==> src/sv/tlg_pkg.sv <==
`default_nettype none

package tlg_pkg;

    typedef enum logic [1:0] {
        FUNC_WRITE = 2'd0,
        FUNC_READ  = 2'd1,
        FUNC_CLEAR = 2'd2,
        FUNC_STEP  = 2'd3
    } t_func;

    localparam int CFG_W         = 7;
    localparam int CFG_IDX_W     = 1;
    localparam int FIELD_W       = 6;
    localparam int COUNT_W       = 4;

    localparam logic [CFG_IDX_W-1:0] CFG_GRID_WIDTH  = 1'b0;
    localparam logic [CFG_IDX_W-1:0] CFG_GRID_HEIGHT = 1'b1;

    localparam int DIM_MIN   = 3;
    localparam int DIM_RESET = 64;

    localparam int LIFE_BIRTH   = 3;
    localparam int LIFE_SURVIVE = 2;

endpackage

`default_nettype wire

==> src/sv/tlg_col_rule.sv <==
`default_nettype none

module tlg_col_rule #(
    parameter int MAX_ROWS = 64
) (
    input  wire  [MAX_ROWS-1:0]            i_left,
    input  wire  [MAX_ROWS-1:0]            i_mid,
    input  wire  [MAX_ROWS-1:0]            i_right,
    input  wire  [$clog2(MAX_ROWS+1)-1:0]  i_height,
    output logic [MAX_ROWS-1:0]            o_next
);

    localparam int RW = $clog2(MAX_ROWS);
    localparam int HW = $clog2(MAX_ROWS+1);
    localparam int CNTW = tlg_pkg::COUNT_W;

    logic [RW-1:0] w_last;
    logic          w_lt, w_mt, w_rt;

    assign w_last = RW'(i_height - HW'(1));
    assign w_lt   = i_left[w_last];
    assign w_mt   = i_mid[w_last];
    assign w_rt   = i_right[w_last];

    for (genvar g = 0; g < MAX_ROWS; g++) begin : g_row
        localparam int UP = (g == 0) ? 0 : g - 1;
        localparam int DN = (g == MAX_ROWS - 1) ? 0 : g + 1;

        logic            w_ul, w_um, w_ur, w_dl, w_dm, w_dr, w_wrap_dn;
        logic [CNTW-1:0] w_cnt;
        logic            w_rule;

        assign w_ul = (g == 0) ? w_lt : i_left[UP];
        assign w_um = (g == 0) ? w_mt : i_mid[UP];
        assign w_ur = (g == 0) ? w_rt : i_right[UP];

        assign w_wrap_dn = (w_last == RW'(g));
        assign w_dl = w_wrap_dn ? i_left[0]  : i_left[DN];
        assign w_dm = w_wrap_dn ? i_mid[0]   : i_mid[DN];
        assign w_dr = w_wrap_dn ? i_right[0] : i_right[DN];

        assign w_cnt = CNTW'(w_ul) + CNTW'(w_um) + CNTW'(w_ur)
                     + CNTW'(i_left[g]) + CNTW'(i_right[g])
                     + CNTW'(w_dl) + CNTW'(w_dm) + CNTW'(w_dr);

        assign w_rule = (w_cnt == CNTW'(tlg_pkg::LIFE_BIRTH))
                      || (i_mid[g] && (w_cnt == CNTW'(tlg_pkg::LIFE_SURVIVE)));

        assign o_next[g] = (HW'(g) < i_height) ? w_rule : i_mid[g];
    end

endmodule

`default_nettype wire

==> config.mk <==
export PLATFORM = sky130hd
export DESIGN_NAME = tlg_col_rule
export DESIGN_NICKNAME = d
export VERILOG_FILES = /design/src/sv/tlg_pkg.sv /design/src/sv/tlg_col_rule.sv
export SDC_FILE = /design/constraint.sdc
export NUM_CORES = 1
export LEC_CHECK = 0
export ABC_CLOCK_PERIOD_IN_PS = 6700
export BUFFER_PORTS_ARGS = -buffer_cell sky130_fd_sc_hd__buf_2
export CORE_ASPECT_RATIO = 0.7
export CORE_MARGIN = 2
export CORE_UTILIZATION = 30
export DETAILED_ROUTE_END_ITERATION = 8
export PLACE_DENSITY = 0.46
export SLEW_MARGIN = 0
export SYNTH_ARGS = -nofsm -noshare
export SYNTH_HDL_FRONTEND = slang
export SYNTH_SLANG_ARGS = --single-unit
==> constraint.sdc <==
create_clock -name vclk -period 6.7
set_input_delay 0.335 -clock vclk [all_inputs]
set_output_delay 0.335 -clock vclk [all_outputs]
set_load 0.01 [all_outputs]
==> impl_metrics.ini <==
[outcome]
outcome = finished, final reports clean

[global_routing]
grt_max_degree = 46
gr-usage-all-layers_pct = 22.1
grt_pass1_wl_um = 89300
grt_antenna_before_repair = 3
grt_pass1_vias = 13966
overflow = 0

[logic_synthesis]
avgSynthCellArea_um2 = 9.27
yosysWarningCount = 0
yosys-top-cells-area = fa_1, ha_1, mux2i_1
synth_top_area_share_pct = 33.1
synthCells = 1670
synth_cell_type_count = 54
syn_area_um2 = 15500
yosys.area.top_type = fa_1
syn_nets = 2322
synth-seq-area-share_pct = 0

[clocking]
cts.repair.resized = 0
hold_buffers = 0
postCtsSetupRepairBufs = 0

[drt]
top_layer_used = met5
wl_met3_um = 4940
wl_um = 59300
met2_length_um = 25100
dr.pass1.iters = 5
vias_per_cell = 5.29
route.vias.total = 13606
drc = 0
drt_iter0_drc = 983
wl_per_cell_um = 23.1
wl_met1_um = 28400
drt.antenna.violating_nets = 0

[layout]
final_cell_mix = buf_2, fa_1, a21oi_1
final_cell_count_no_fill = 2570
clkbuf_count = 0
fin_nets = 2548
nFillCells = 5320
drive_gt1_share_pct = 22.1
seq_cell_count = 0
mostFrequentLayoutCell = buf_2
regArea_um2 = 0
area_delta_synth_final_pct = 13.8

[job]
maxCapViolations = 0

[critical_path]
crit_chain = buf_2 -> inv_1 -> ha_4 -> buf_12 -> mux2i_1 -> nand3_1 -> and4_1 -> a221oi_1 -> a32oi_1 -> fa_1 -> inv_1 -> fa_1 -> fa_1 -> inv_1 -> ha_1 -> fa_1 -> o21ai_0 -> nand2_1 -> a21oi_1 -> buf_2
crit_path_max_fanout = 32
critPathKind = input port to output port
cp_slowest_stage_delay_ns = 0.61
cp-start-kind = input port
crit_top_cell = fa_1
cp_top_family = adder cells
slowest_stage = ha_4
cp.arrival_ns = 6.03
critPathBufInv = 6
crit_required_ns = 6.36
critPathCaptureType = output port

[power]
powerDensity_nw_per_um2 = 142
max-vdd-ir-drop_mv = 0.0794
p_total_mw = 2.49
leakagePower_nw = 8.40

[sta]
layout_min_cycle_time_ns = 6.36
fmax_mhz = 157
tns_ns = 0
slew_headroom_pct = 22.4
rsz0062_at_grt = false
hold_violations = 0
timing.final.crit_share_pct = 94.9
drv_slew = 0
timing.hold.ws_ns = 1.07
worst_pin_slew_ns = 1.16
finalSetupViolCount = 0

[hold_path]
min_from = i_mid[39]
hold_depth = 4
holdCritPathClass = input port to output port
min_to = o_next[39]

[placed_design]
place_congestion = 0.921
port_buffers = 263
dpl.hpwl_um = 50400
dpl.cell_count = 2568

[floorplan]
rows = 69
die_w_um = 275
die_area_um2 = 53400
ios = 263
core_um2 = 50900
die_h_um = 194
initial_core_util_pct = 30.4
==> where the power goes <==
group            total (mW)  leakage [nW]  switching [mW]  internal (mW)
Clock          0.0000000400     0.0000127               0   0.0000000400
Combinational          2.49          8.40            1.45           1.05
Sequential                0             0               0              0
==> how the worst max path moves through the flow <==
| stage | from | to | slack [ns] | depth (start not counted) |
|---|---|---|---|---|
| final | i_height[1] | o_next[0] | 0.34 | 20 |
| after global routing | i_height[1] | o_next[0] | 0.12 | 20 |
| after CTS | i_height[1] | o_next[0] | 0.44 | 20 |
| after detailed placement | i_height[1] | o_next[0] | 0.46 | 20 |
| after global placement | i_height[1] | o_next[0] | 0.50 | 20 |
| after floorplan | i_height[0] | o_next[0] | 0.84 | 22 |
==> cells by family after synthesis <==
logic type,count (synthesis),share of synthesized area [%]
and+or+nand+nor,303,10.4
muxes,264,20.3
adders and majority gates,453,49.0
xor gates and xnor gates,5,0.283
buffers and inverters,282,7.20
AOI/OAI and AO/OA,363,12.7
==> worst min-delay path: stages <==
cell and delay (ns):
buf_2 0.15, inv_1 0.06, a21oi_1 0.06, buf_2 0.14
==> synthesized netlist by cell type, types with 2 or more instances <==
cell	number
ha_1	197
nand2b_1	7
o21ai_0	100
o21bai_1	2
and3_1	13
clkbuf_1	42
a32oi_1	4
nor2b_1	10
and4_1	2
mux2_1	5
or2_2	5
inv_1	212
and3_4	5
nor3_2	2
o211ai_1	2
xor2_1	2
nor3_1	5
a21o_1	3
o31ai_1	2
fa_1	256
a311oi_1	3
nand3_4	13
xnor2_1	3
mux4_2	31
a31oi_1	8
nand2_1	92
buf_1	5
buf_2	20
o21ba_2	2
a2111oi_0	6
mux2_4	9
a21oi_1	218
nor2_1	45
mux2i_1	173
mux2_2	46
a221oi_1	3
buf_6	2
nand3_1	99
==> cell type report <==
class              instances  area [µm²]  area share, %
inverters                212         796           4.52
diodes                     2        5.00         0.0284
multi-input cells       1388       14400           81.7
repair buffers           294        1570           8.94
well taps                674         843           4.79
==> stage by stage <==
step / utilization [%] / area [µm²] / setup slack (ns)
CTS: 34.6 / 17600 / 0.439
floorplan: - / 15500 / 0.841
detailed placement: 34.6 / 17600 / 0.464
global route: 34.6 / 17600 / 0.117
global placement: 34.6 / 17600 / 0.500
finish: 34.6 / 17600 / 0.340
==> metal layers <==
metal / global-route usage [%] / vias to the layer above
met5: 0 / -
met4: 2.66 / 2
met3: 4.07 / 42
met2: 32.7 / 485
met1: 34.0 / 6784
li1: - / 6293
Power figures use the tool's default switching activity.
